## config.mk

```make
export PLATFORM = sky130hd
export DESIGN_NAME = bldc_hall_six_step_commutator
export DESIGN_NICKNAME = d
export VERILOG_FILES = /design/src/rtl/bldc_pkg.sv /design/src/rtl/bldc_hall_decode.sv /design/src/rtl/bldc_commutate.sv /design/src/rtl/bldc_hall_six_step_commutator.sv
export SDC_FILE = /design/constraint.sdc
export NUM_CORES = 1
export LEC_CHECK = 0
export BUFFER_PORTS_ARGS = -buffer_cell sky130_fd_sc_hd__buf_2
export CORE_UTILIZATION = 30
export DETAILED_ROUTE_END_ITERATION = 10
export GPL_TIMING_DRIVEN = 0
export PLACE_DENSITY = 0.46
export SETUP_SLACK_MARGIN = 0.2
export SYNTH_ARGS = -nofsm -noshare
export SYNTH_HDL_FRONTEND = slang
export SYNTH_SLANG_ARGS = --single-unit
```

## constraint.sdc

```tcl
create_clock -name clk -period 5.6 [get_ports clk]
set_input_delay 0.56 -clock clk [delete_from_list [all_inputs] [get_ports clk]]
set_output_delay 0.56 -clock clk [all_outputs]
set_load 0.02 [all_outputs]
```

## src/rtl/bldc_pkg.sv

```systemverilog
// shared types, constants and commutation tables for the hall six-step commutator
`default_nettype none
package bldc_pkg;

  localparam int LEVEL_BITS_DEF    = 12;
  localparam int ROTATION_BITS_DEF = 32;

  typedef logic [2:0] sector_t;
  typedef logic [1:0] phase_t;

  typedef enum logic {
    CMD_HALL_EDGE = 1'b0,
    CMD_SET_LEVEL = 1'b1
  } cmd_t;

  localparam phase_t PHASE_U = 2'd0;
  localparam phase_t PHASE_V = 2'd1;
  localparam phase_t PHASE_W = 2'd2;

  // hall decode result handed to the top level
  typedef struct packed {
    logic             code_ok;
    sector_t          sector;
    logic signed [2:0] step;
  } hall_dec_t;

  // hall code 1..6 to sector, invalid codes map to 0
  function automatic sector_t code_to_sector(input logic [2:0] code);
    sector_t s;
    unique case (code)
      3'd1:    s = 3'd0;
      3'd2:    s = 3'd2;
      3'd3:    s = 3'd1;
      3'd4:    s = 3'd4;
      3'd5:    s = 3'd5;
      3'd6:    s = 3'd3;
      default: s = 3'd0;
    endcase
    return s;
  endfunction

  function automatic sector_t fwd_order(input sector_t s);
    sector_t r;
    unique case (s)
      3'd0:    r = 3'd1;
      3'd1:    r = 3'd2;
      3'd2:    r = 3'd3;
      3'd3:    r = 3'd4;
      3'd4:    r = 3'd5;
      default: r = 3'd0;
    endcase
    return r;
  endfunction

  function automatic sector_t rev_order(input sector_t s);
    sector_t r;
    unique case (s)
      3'd0:    r = 3'd4;
      3'd1:    r = 3'd5;
      3'd2:    r = 3'd0;
      3'd3:    r = 3'd1;
      3'd4:    r = 3'd2;
      default: r = 3'd3;
    endcase
    return r;
  endfunction

  function automatic phase_t float_phase(input sector_t row);
    phase_t p;
    unique case (row)
      3'd0:    p = PHASE_W;
      3'd1:    p = PHASE_U;
      3'd2:    p = PHASE_V;
      3'd3:    p = PHASE_W;
      3'd4:    p = PHASE_U;
      default: p = PHASE_V;
    endcase
    return p;
  endfunction

  function automatic phase_t drv_phase(input sector_t row);
    phase_t p;
    unique case (row)
      3'd0:    p = PHASE_U;
      3'd1:    p = PHASE_W;
      3'd2:    p = PHASE_W;
      3'd3:    p = PHASE_V;
      3'd4:    p = PHASE_V;
      default: p = PHASE_U;
    endcase
    return p;
  endfunction

endpackage
`default_nettype wire

```

## src/rtl/bldc_hall_decode.sv

```systemverilog
// hall code decode and wrapped sector step
`default_nettype none
module bldc_hall_decode (
  input  wire logic [2:0]          hall_bits,
  input  wire bldc_pkg::sector_t   prev_sector,
  output bldc_pkg::hall_dec_t      dec
);
  import bldc_pkg::*;

  sector_t           sector;
  logic signed [3:0] delta;
  logic signed [3:0] wrapped;

  always_comb begin
    sector = code_to_sector(hall_bits);
    delta  = $signed({1'b0, sector}) - $signed({1'b0, prev_sector});
    // changes of three or more go the short way round
    priority if (delta <= -4'sd3) begin
      wrapped = delta + 4'sd6;
    end else if (delta >= 4'sd3) begin
      wrapped = delta - 4'sd6;
    end else begin
      wrapped = delta;
    end
    dec.code_ok = (hall_bits != 3'd0) && (hall_bits != 3'd7);
    dec.sector  = sector;
    dec.step    = wrapped[2:0];
  end

endmodule
`default_nettype wire

```

## src/rtl/bldc_commutate.sv

```systemverilog
// commutation table lookup: phase enables and compare values for one drive level
`default_nettype none
module bldc_commutate #(
  parameter int LEVEL_BITS = bldc_pkg::LEVEL_BITS_DEF
) (
  input  wire logic signed [LEVEL_BITS-1:0] level,
  input  wire bldc_pkg::sector_t            sector,
  output logic [LEVEL_BITS-2:0]             cmp_u,
  output logic [LEVEL_BITS-2:0]             cmp_v,
  output logic [LEVEL_BITS-2:0]             cmp_w,
  output logic [2:0]                        enable,
  output logic                              stopped
);
  import bldc_pkg::*;

  localparam logic [LEVEL_BITS-1:0] LEVEL_MIN = {1'b1, {(LEVEL_BITS-1){1'b0}}};

  logic [LEVEL_BITS-1:0] neg;
  logic [LEVEL_BITS-2:0] mag;
  sector_t               row;
  phase_t                fl;
  phase_t                dr;

  always_comb begin
    neg = -level;
    if (!level[LEVEL_BITS-1]) begin
      mag = level[LEVEL_BITS-2:0];
    end else if (level == LEVEL_MIN) begin
      mag = {(LEVEL_BITS-1){1'b1}};
    end else begin
      mag = neg[LEVEL_BITS-2:0];
    end
    row     = level[LEVEL_BITS-1] ? rev_order(sector) : fwd_order(sector);
    fl      = float_phase(row);
    dr      = drv_phase(row);
    stopped = (level == '0);
    if (stopped) begin
      enable = 3'b000;
      cmp_u  = '0;
      cmp_v  = '0;
      cmp_w  = '0;
    end else begin
      enable = 3'b111 & ~(3'b001 << fl);
      cmp_u  = (dr == PHASE_U) ? mag : '0;
      cmp_v  = (dr == PHASE_V) ? mag : '0;
      cmp_w  = (dr == PHASE_W) ? mag : '0;
    end
  end

endmodule
`default_nettype wire

```

## src/rtl/bldc_hall_six_step_commutator.sv

```systemverilog
// a word accepted passes two registers: the input register, then the result register
// throughput: one word per cycle; in_ready stays high while the result register can move on
// the result register can hold a finished word while the next one waits in the input register
// reset (rst, synchronous): both registers empty, sector 0, rotation 0, drive level 0,
// all phases floating and the stopped flag set so the first drive level commutes at once
`default_nettype none
module bldc_hall_six_step_commutator #(
  parameter int LEVEL_BITS    = bldc_pkg::LEVEL_BITS_DEF,
  parameter int ROTATION_BITS = bldc_pkg::ROTATION_BITS_DEF
) (
  input  wire logic                            clk,
  input  wire logic                            rst,
  input  wire logic                            in_valid,
  output logic                                 in_ready,
  input  wire logic                            command,
  input  wire logic [2:0]                      hall_bits,
  input  wire logic signed [LEVEL_BITS-1:0]    pwm_request,
  output logic                                 out_valid,
  input  wire logic                            out_ready,
  output logic [LEVEL_BITS-2:0]                compare_u,
  output logic [LEVEL_BITS-2:0]                compare_v,
  output logic [LEVEL_BITS-2:0]                compare_w,
  output logic                                 enable_u,
  output logic                                 enable_v,
  output logic                                 enable_w,
  output logic [2:0]                           sector_out,
  output logic signed [ROTATION_BITS-1:0]      rotation_count,
  output logic                                 hall_fault
);
  import bldc_pkg::*;

  // input register
  logic                          in_full;
  cmd_t                          cmd_q;
  logic [2:0]                    hall_q;
  logic signed [LEVEL_BITS-1:0]  level_q;

  // commutator state
  sector_t                       sector;
  logic [ROTATION_BITS-1:0]      rotation;
  logic signed [LEVEL_BITS-1:0]  drive_level;
  logic                          stopped;
  logic [LEVEL_BITS-2:0]         cmp_u, cmp_v, cmp_w;
  logic [2:0]                    enable;

  // next state
  sector_t                       sector_next;
  logic [ROTATION_BITS-1:0]      rotation_next;
  logic signed [LEVEL_BITS-1:0]  drive_level_next;
  logic                          stopped_next;
  logic [LEVEL_BITS-2:0]         cmp_u_next, cmp_v_next, cmp_w_next;
  logic [2:0]                    enable_next;
  logic                          fault_next;

  // datapath results
  hall_dec_t                     dec;
  logic signed [LEVEL_BITS-1:0]  level_use;
  logic [LEVEL_BITS-2:0]         drv_u, drv_v, drv_w;
  logic [2:0]                    drv_en;
  logic                          drv_stop;
  logic                          needs_hall;
  logic                          do_commute;
  logic                          store_level;
  logic                          advance;

  // the word in the input register moves on whenever the result register is free or drained
  assign advance  = in_full && (!out_valid || out_ready);
  assign in_ready = !in_full || advance;

  bldc_hall_decode u_decode (
    .hall_bits   (hall_q),
    .prev_sector (sector),
    .dec         (dec)
  );

  // a new level drives the table directly, a hall edge uses the stored level
  assign level_use = (cmd_q == CMD_SET_LEVEL) ? level_q : drive_level;

  bldc_commutate #(
    .LEVEL_BITS (LEVEL_BITS)
  ) u_commutate (
    .level   (level_use),
    .sector  (dec.sector),
    .cmp_u   (drv_u),
    .cmp_v   (drv_v),
    .cmp_w   (drv_w),
    .enable  (drv_en),
    .stopped (drv_stop)
  );

  always_comb begin
    // a level change while running only stores the level and skips the hall pins
    needs_hall  = (cmd_q == CMD_HALL_EDGE) || stopped;
    do_commute  = needs_hall && dec.code_ok;
    fault_next  = needs_hall && !dec.code_ok;
    store_level = (cmd_q == CMD_SET_LEVEL) && (!stopped || dec.code_ok);

    sector_next      = sector;
    rotation_next    = rotation;
    stopped_next     = stopped;
    cmp_u_next       = cmp_u;
    cmp_v_next       = cmp_v;
    cmp_w_next       = cmp_w;
    enable_next      = enable;
    drive_level_next = store_level ? level_q : drive_level;
    if (do_commute) begin
      sector_next   = dec.sector;
      rotation_next = rotation + {{(ROTATION_BITS-3){dec.step[2]}}, dec.step};
      stopped_next  = drv_stop;
      cmp_u_next    = drv_u;
      cmp_v_next    = drv_v;
      cmp_w_next    = drv_w;
      enable_next   = drv_en;
    end
  end

  // input register control
  always_ff @(posedge clk) begin
    if (rst) begin
      in_full <= 1'b0;
    end else if (in_valid && in_ready) begin
      in_full <= 1'b1;
    end else if (advance) begin
      in_full <= 1'b0;
    end
  end

  // input register payload
  always_ff @(posedge clk) begin
    if (in_valid && in_ready) begin
      cmd_q   <= cmd_t'(command);
      hall_q  <= hall_bits;
      level_q <= pwm_request;
    end
  end

  // commutator state
  always_ff @(posedge clk) begin
    if (rst) begin
      sector      <= '0;
      rotation    <= '0;
      drive_level <= '0;
      stopped     <= 1'b1;
      cmp_u       <= '0;
      cmp_v       <= '0;
      cmp_w       <= '0;
      enable      <= 3'b000;
    end else if (advance) begin
      sector      <= sector_next;
      rotation    <= rotation_next;
      drive_level <= drive_level_next;
      stopped     <= stopped_next;
      cmp_u       <= cmp_u_next;
      cmp_v       <= cmp_v_next;
      cmp_w       <= cmp_w_next;
      enable      <= enable_next;
    end
  end

  // result register control
  always_ff @(posedge clk) begin
    if (rst) begin
      out_valid <= 1'b0;
    end else if (advance) begin
      out_valid <= 1'b1;
    end else if (out_ready) begin
      out_valid <= 1'b0;
    end
  end

  // result register payload, a snapshot of the state after the word
  always_ff @(posedge clk) begin
    if (advance) begin
      compare_u      <= cmp_u_next;
      compare_v      <= cmp_v_next;
      compare_w      <= cmp_w_next;
      enable_u       <= enable_next[0];
      enable_v       <= enable_next[1];
      enable_w       <= enable_next[2];
      sector_out     <= sector_next;
      rotation_count <= rotation_next;
      hall_fault     <= fault_next;
    end
  end

endmodule
`default_nettype wire

```

==> impl_results.md <==
* Die Span X at 179.1 µm
* Gr ovfl total at 0
* # setup viols final at 0
* Initial Utilization at 0.3062
* Yosys warnings at 0
* Placed cell count at 1501
* Post-route setup slack at 390.2 ps
* Flop pwr share at 0.376
* Failing checks: DRC
* DR WL/cell at 17.79 µm
* Total chip power at 0.004024 W
* Clock latency on the worst-skew pair at 440 ps
* TritonCTS Sinks at 174
* Slowest CP cell: edfxtp_1
* Unrepaired setup endpoints after global routing: yes
* Fin crit share at 0.9303
* Final Hold Fails at 0
* Die area at 32090 µm²
* Fin cells at 1559
* Num CTS Buffers at 17
* DRT iter0 DRCs at 500
* Startpoint Class: flop
* Tot GR Track Use at 0.1777
* H-tree Lvls at 4
* FFs w/ async S/R, synth at 0
* Core ar. at 30750 µm²
* Int Power at 0.002558 W
* Die Height at 179.1 µm
* Via count at 7976
* Final Max Slew Viols at 0
* Register area share after synthesis at 0.4636
* DRC errors left at 12
* Vias/cell at 5.116
* Worst-path cell chain: clkbuf_8, nor2b_4, buf_6, o21a_1, nor2_2, ha_2, inv_2, fa_2, xnor2_2, inv_2, ha_4, nand2b_4, mux2_4, clkinvlp_4, buf_6, ha_4, buf_6, a21o_1, a21o_1, a221oi_2, o211ai_1, a221oi_2, xor2_1, o21ai_1
* Relative slew slack at 0.3914
* TritonCTS clock tree: done
* Syn Area/Cell at 9.312 µm²
* Wire length of the first global-routing pass at 43280 µm
* Cells after synthesis at 1011
* Post-Syn Area at 9414 µm²
* Worst Path Required at 5760 ps
* Worst-path fanout max at 5
* Fin nets at 1210
* Netlist cell types at 75
* ANT nets after route at 0
* Combinational share of power at 0.325
* Syn Nets at 1071
* Sw power at 0.001466 W
* Final instance area at 11650 µm²
* Crit path capture type: flop
* Root buf cell: clkbuf_16
* Largest stage delay, worst path at 450 ps
* RePlAce Congestion at 0.8853
* Largest net degree at the start of global routing at 59
* CP arrival at 5370 ps
* Max IR drop VDD at 208.3 µV
* Ys flop type: edfxtp_1
* Number of antenna violations at the first check in global routing at 0
* R2R depth at 24
* Setup CP Type: reg -> reg
* Row count at 64
* Leak at 4.366 nW
* Critical Path Most Common Cell: buf_6
* Status: finished with violations
* Number of antenna diodes at 0
* CTS max path bufs at 2
* Router iterations before antenna repair at 8
* Clock Power Share at 0.299
* MaxCap Viol Count at 0
* Hold Path Depth at 1
* Post-Route Skew at 21.71 ps
* Layout cells sized above 1 at 0.2236
* CTS clk-pin slew, worst paths at 80 ps
* Worst Tran Pin Value at 912.9 ps
* Seq cells post-synth at 174
* Area growth syn-to-layout at 23.78%
* Switch share at 0.3642
* DP HPWL at 19820 µm
* Minimum clock period at 5210 ps
* Port bufs at 93
* Post-synth EDFFs at 88
* IO Pins at 94
* HP Class: in -> reg
* Vias in the first global route at 7706
* Placed Instance Area at 10530 µm²
* Post-place setup slack at -1118 ps
* Fmax achieved at 191.9 MHz
* PD cells at 345.3 nW/µm²
* Final wirelength at 27740 µm
## layout by cell type, fill, tap and decap left out, types with 6 or more instances in the layout
cell type  netlist  routed
nand2_1        175     172
buf_2           14     107
edfxtp_1        88      88
dfxtp_1         86      86
o21ai_0         79      74
a21oi_1         72      64
nor2_1          55      52
a22o_1          30      30
clkbuf_1        39      28
nor3_1          29      27
inv_1           29      25
mux2i_1         25      25
buf_4            5      24
ha_1            38      23
nand3_1         21      21
xnor2_1         18      17
clkbuf_16        0      17
nand4_1         16      16
a21o_1          13      13
ha_4             0      12
or3_1           11      11
o21ai_1          8      11
nor3b_1          9       9
a21oi_2          2       9
o21a_1           8       8
nand3b_1         8       8
clkbuf_2         0       7
xor2_1           7       7
nor2b_1          8       7
a211oi_1         9       7
o31ai_1          9       7
and3_1           6       6
o211ai_1         6       6
## cell usage after synthesis, types with 5 or more instances
master	instances	share of area
xnor2_1	18	0.017
a21oi_1	72	0.038
o21a_1	8	0.0064
clkbuf_1	39	0.016
mux2_2	6	0.0072
nand3b_1	8	0.0064
edfxtp_1	88	0.28
o211ai_1	6	0.0048
or3_1	11	0.0073
dfxtp_1	86	0.18
nor3b_1	9	0.0072
inv_1	29	0.012
nor3_1	29	0.015
o31ai_1	9	0.0072
a21o_1	13	0.010
nand4_1	16	0.011
ha_1	38	0.051
a31oi_1	7	0.0047
buf_4	5	0.0040
nor2b_1	8	0.0053
nand3_1	21	0.011
nor2_1	55	0.022
and3_1	6	0.0040
o21ai_1	8	0.0043
buf_2	14	0.0074
a211oi_1	9	0.0072
nand2_1	175	0.070
mux2i_1	25	0.027
a22o_1	30	0.028
o21ai_0	79	0.042
xor2_1	7	0.0065
o21bai_1	5	0.0040
## registers in the layout, indices dropped and copies added, names as in the netlist, 3 cells and up
register        count
rotation_count     32
compare_u          11
cmp_v              11
cmp_w              11
hall_q              3
level_q            12
drive_level        12
sector              3
compare_w          11
rotation           32
cmp_u              11
compare_v          11
sector_out          3
enable              3
## critical path, delay by kind of cell (launching register included)
family / cells / cell delay [ps]
adders and majority gates: 4 / 1040
AOI/OAI and AO/OA: 7 / 1570
and+or+nand+nor: 3 / 340
buffers and inverters: 7 / 920
xor gates and xnor gates: 2 / 390
muxes: 1 / 210
DFF: 1 / 450
## power groups by stage
stage | combinational (W) | clock, W | sequential (W)
floorplan | 0.000748 | 0 | 0.00160
global placement | 0.00112 | 0 | 0.00154
detailed placement | 0.00113 | 0 | 0.00154
CTS | 0.00121 | 0.00124 | 0.00151
global route | 0.00144 | 0.00128 | 0.00153
finish | 0.00131 | 0.00120 | 0.00151
## routing by layer
layer | track usage | vias up | share of wire
li1 | - | 3991 | -
met1 | 0.2279 | 3807 | 0.45
met2 | 0.3047 | 162 | 0.50
met3 | 0.03350 | 16 | 0.035
met4 | 0.04517 | 0 | 0.0098
met5 | 0 | - | 0
## cell type report
cell class / count / area (µm²)
fillers: 3195 / 19100
multi-input cells: 747 / 5026
flip-flops and latches: 174 / 4364
repair buffers: 120 / 742.0
well taps: 396 / 495.5
clock buffers: 17 / 425.4
plain buffers: 59 / 302.8
clock inverters: 15 / 170.2
inverters: 30 / 118.9
repair inverters: 1 / 7.507
## final timing paths
path / start / to / slack [ps]
min: pwm_request[1] / level_q[1]$_DFFE_PP_ / 290
min reg2reg: enable[1]$_SDFFE_PP0P_ / enable[1]$_SDFFE_PP0P_ / 460
max: hall_q[1]$_DFFE_PP_ / rotation_count[25]$_DFFE_PP_ / 390
max reg2reg: hall_q[1]$_DFFE_PP_ / rotation_count[25]$_DFFE_PP_ / 390
## cells by family (layout without fill, tap and decap cells)
family / after synthesis / after routing / share of synthesized area
DFF: 174 / 174 / 0.4636
and+or+nand+nor: 359 / 359 / 0.1758
AOI/OAI and AO/OA: 291 / 291 / 0.2068
xor gates and xnor gates: 25 / 25 / 0.02326
adders and majority gates: 40 / 40 / 0.05476
muxes: 32 / 32 / 0.03522
buffers and inverters: 90 / 242 / 0.04054
## per-stage QoR
stage | TNS, ps | util | hold WS (ps)
2_1_floorplan | 0 | - | 424.9
3_3_place_gp | -32950 | 0.3416 | 434.7
3_5_place_dp | -34490 | 0.3425 | 441.5
4_1_cts | 0 | 0.3704 | 266.1
5_1_grt | 0 | 0.3789 | 262.3
6_report | 0 | 0.3789 | 285.4
## what timing repair did
| action | 4_1_cts | 5_1_grt |
|---|---|---|
| setup buffers | 17 | 9 |
| resized for setup | 22 | 50 |
| endpoints found under the setup margin | 56 | 25 |
| gates cloned | 1 | 0 |
| endpoints found under the hold margin | 0 | 0 |
| hold buffers | 0 | 0 |
| pin swaps | 9 | 15 |
Note: power is estimated with default switching activity, not from simulation.
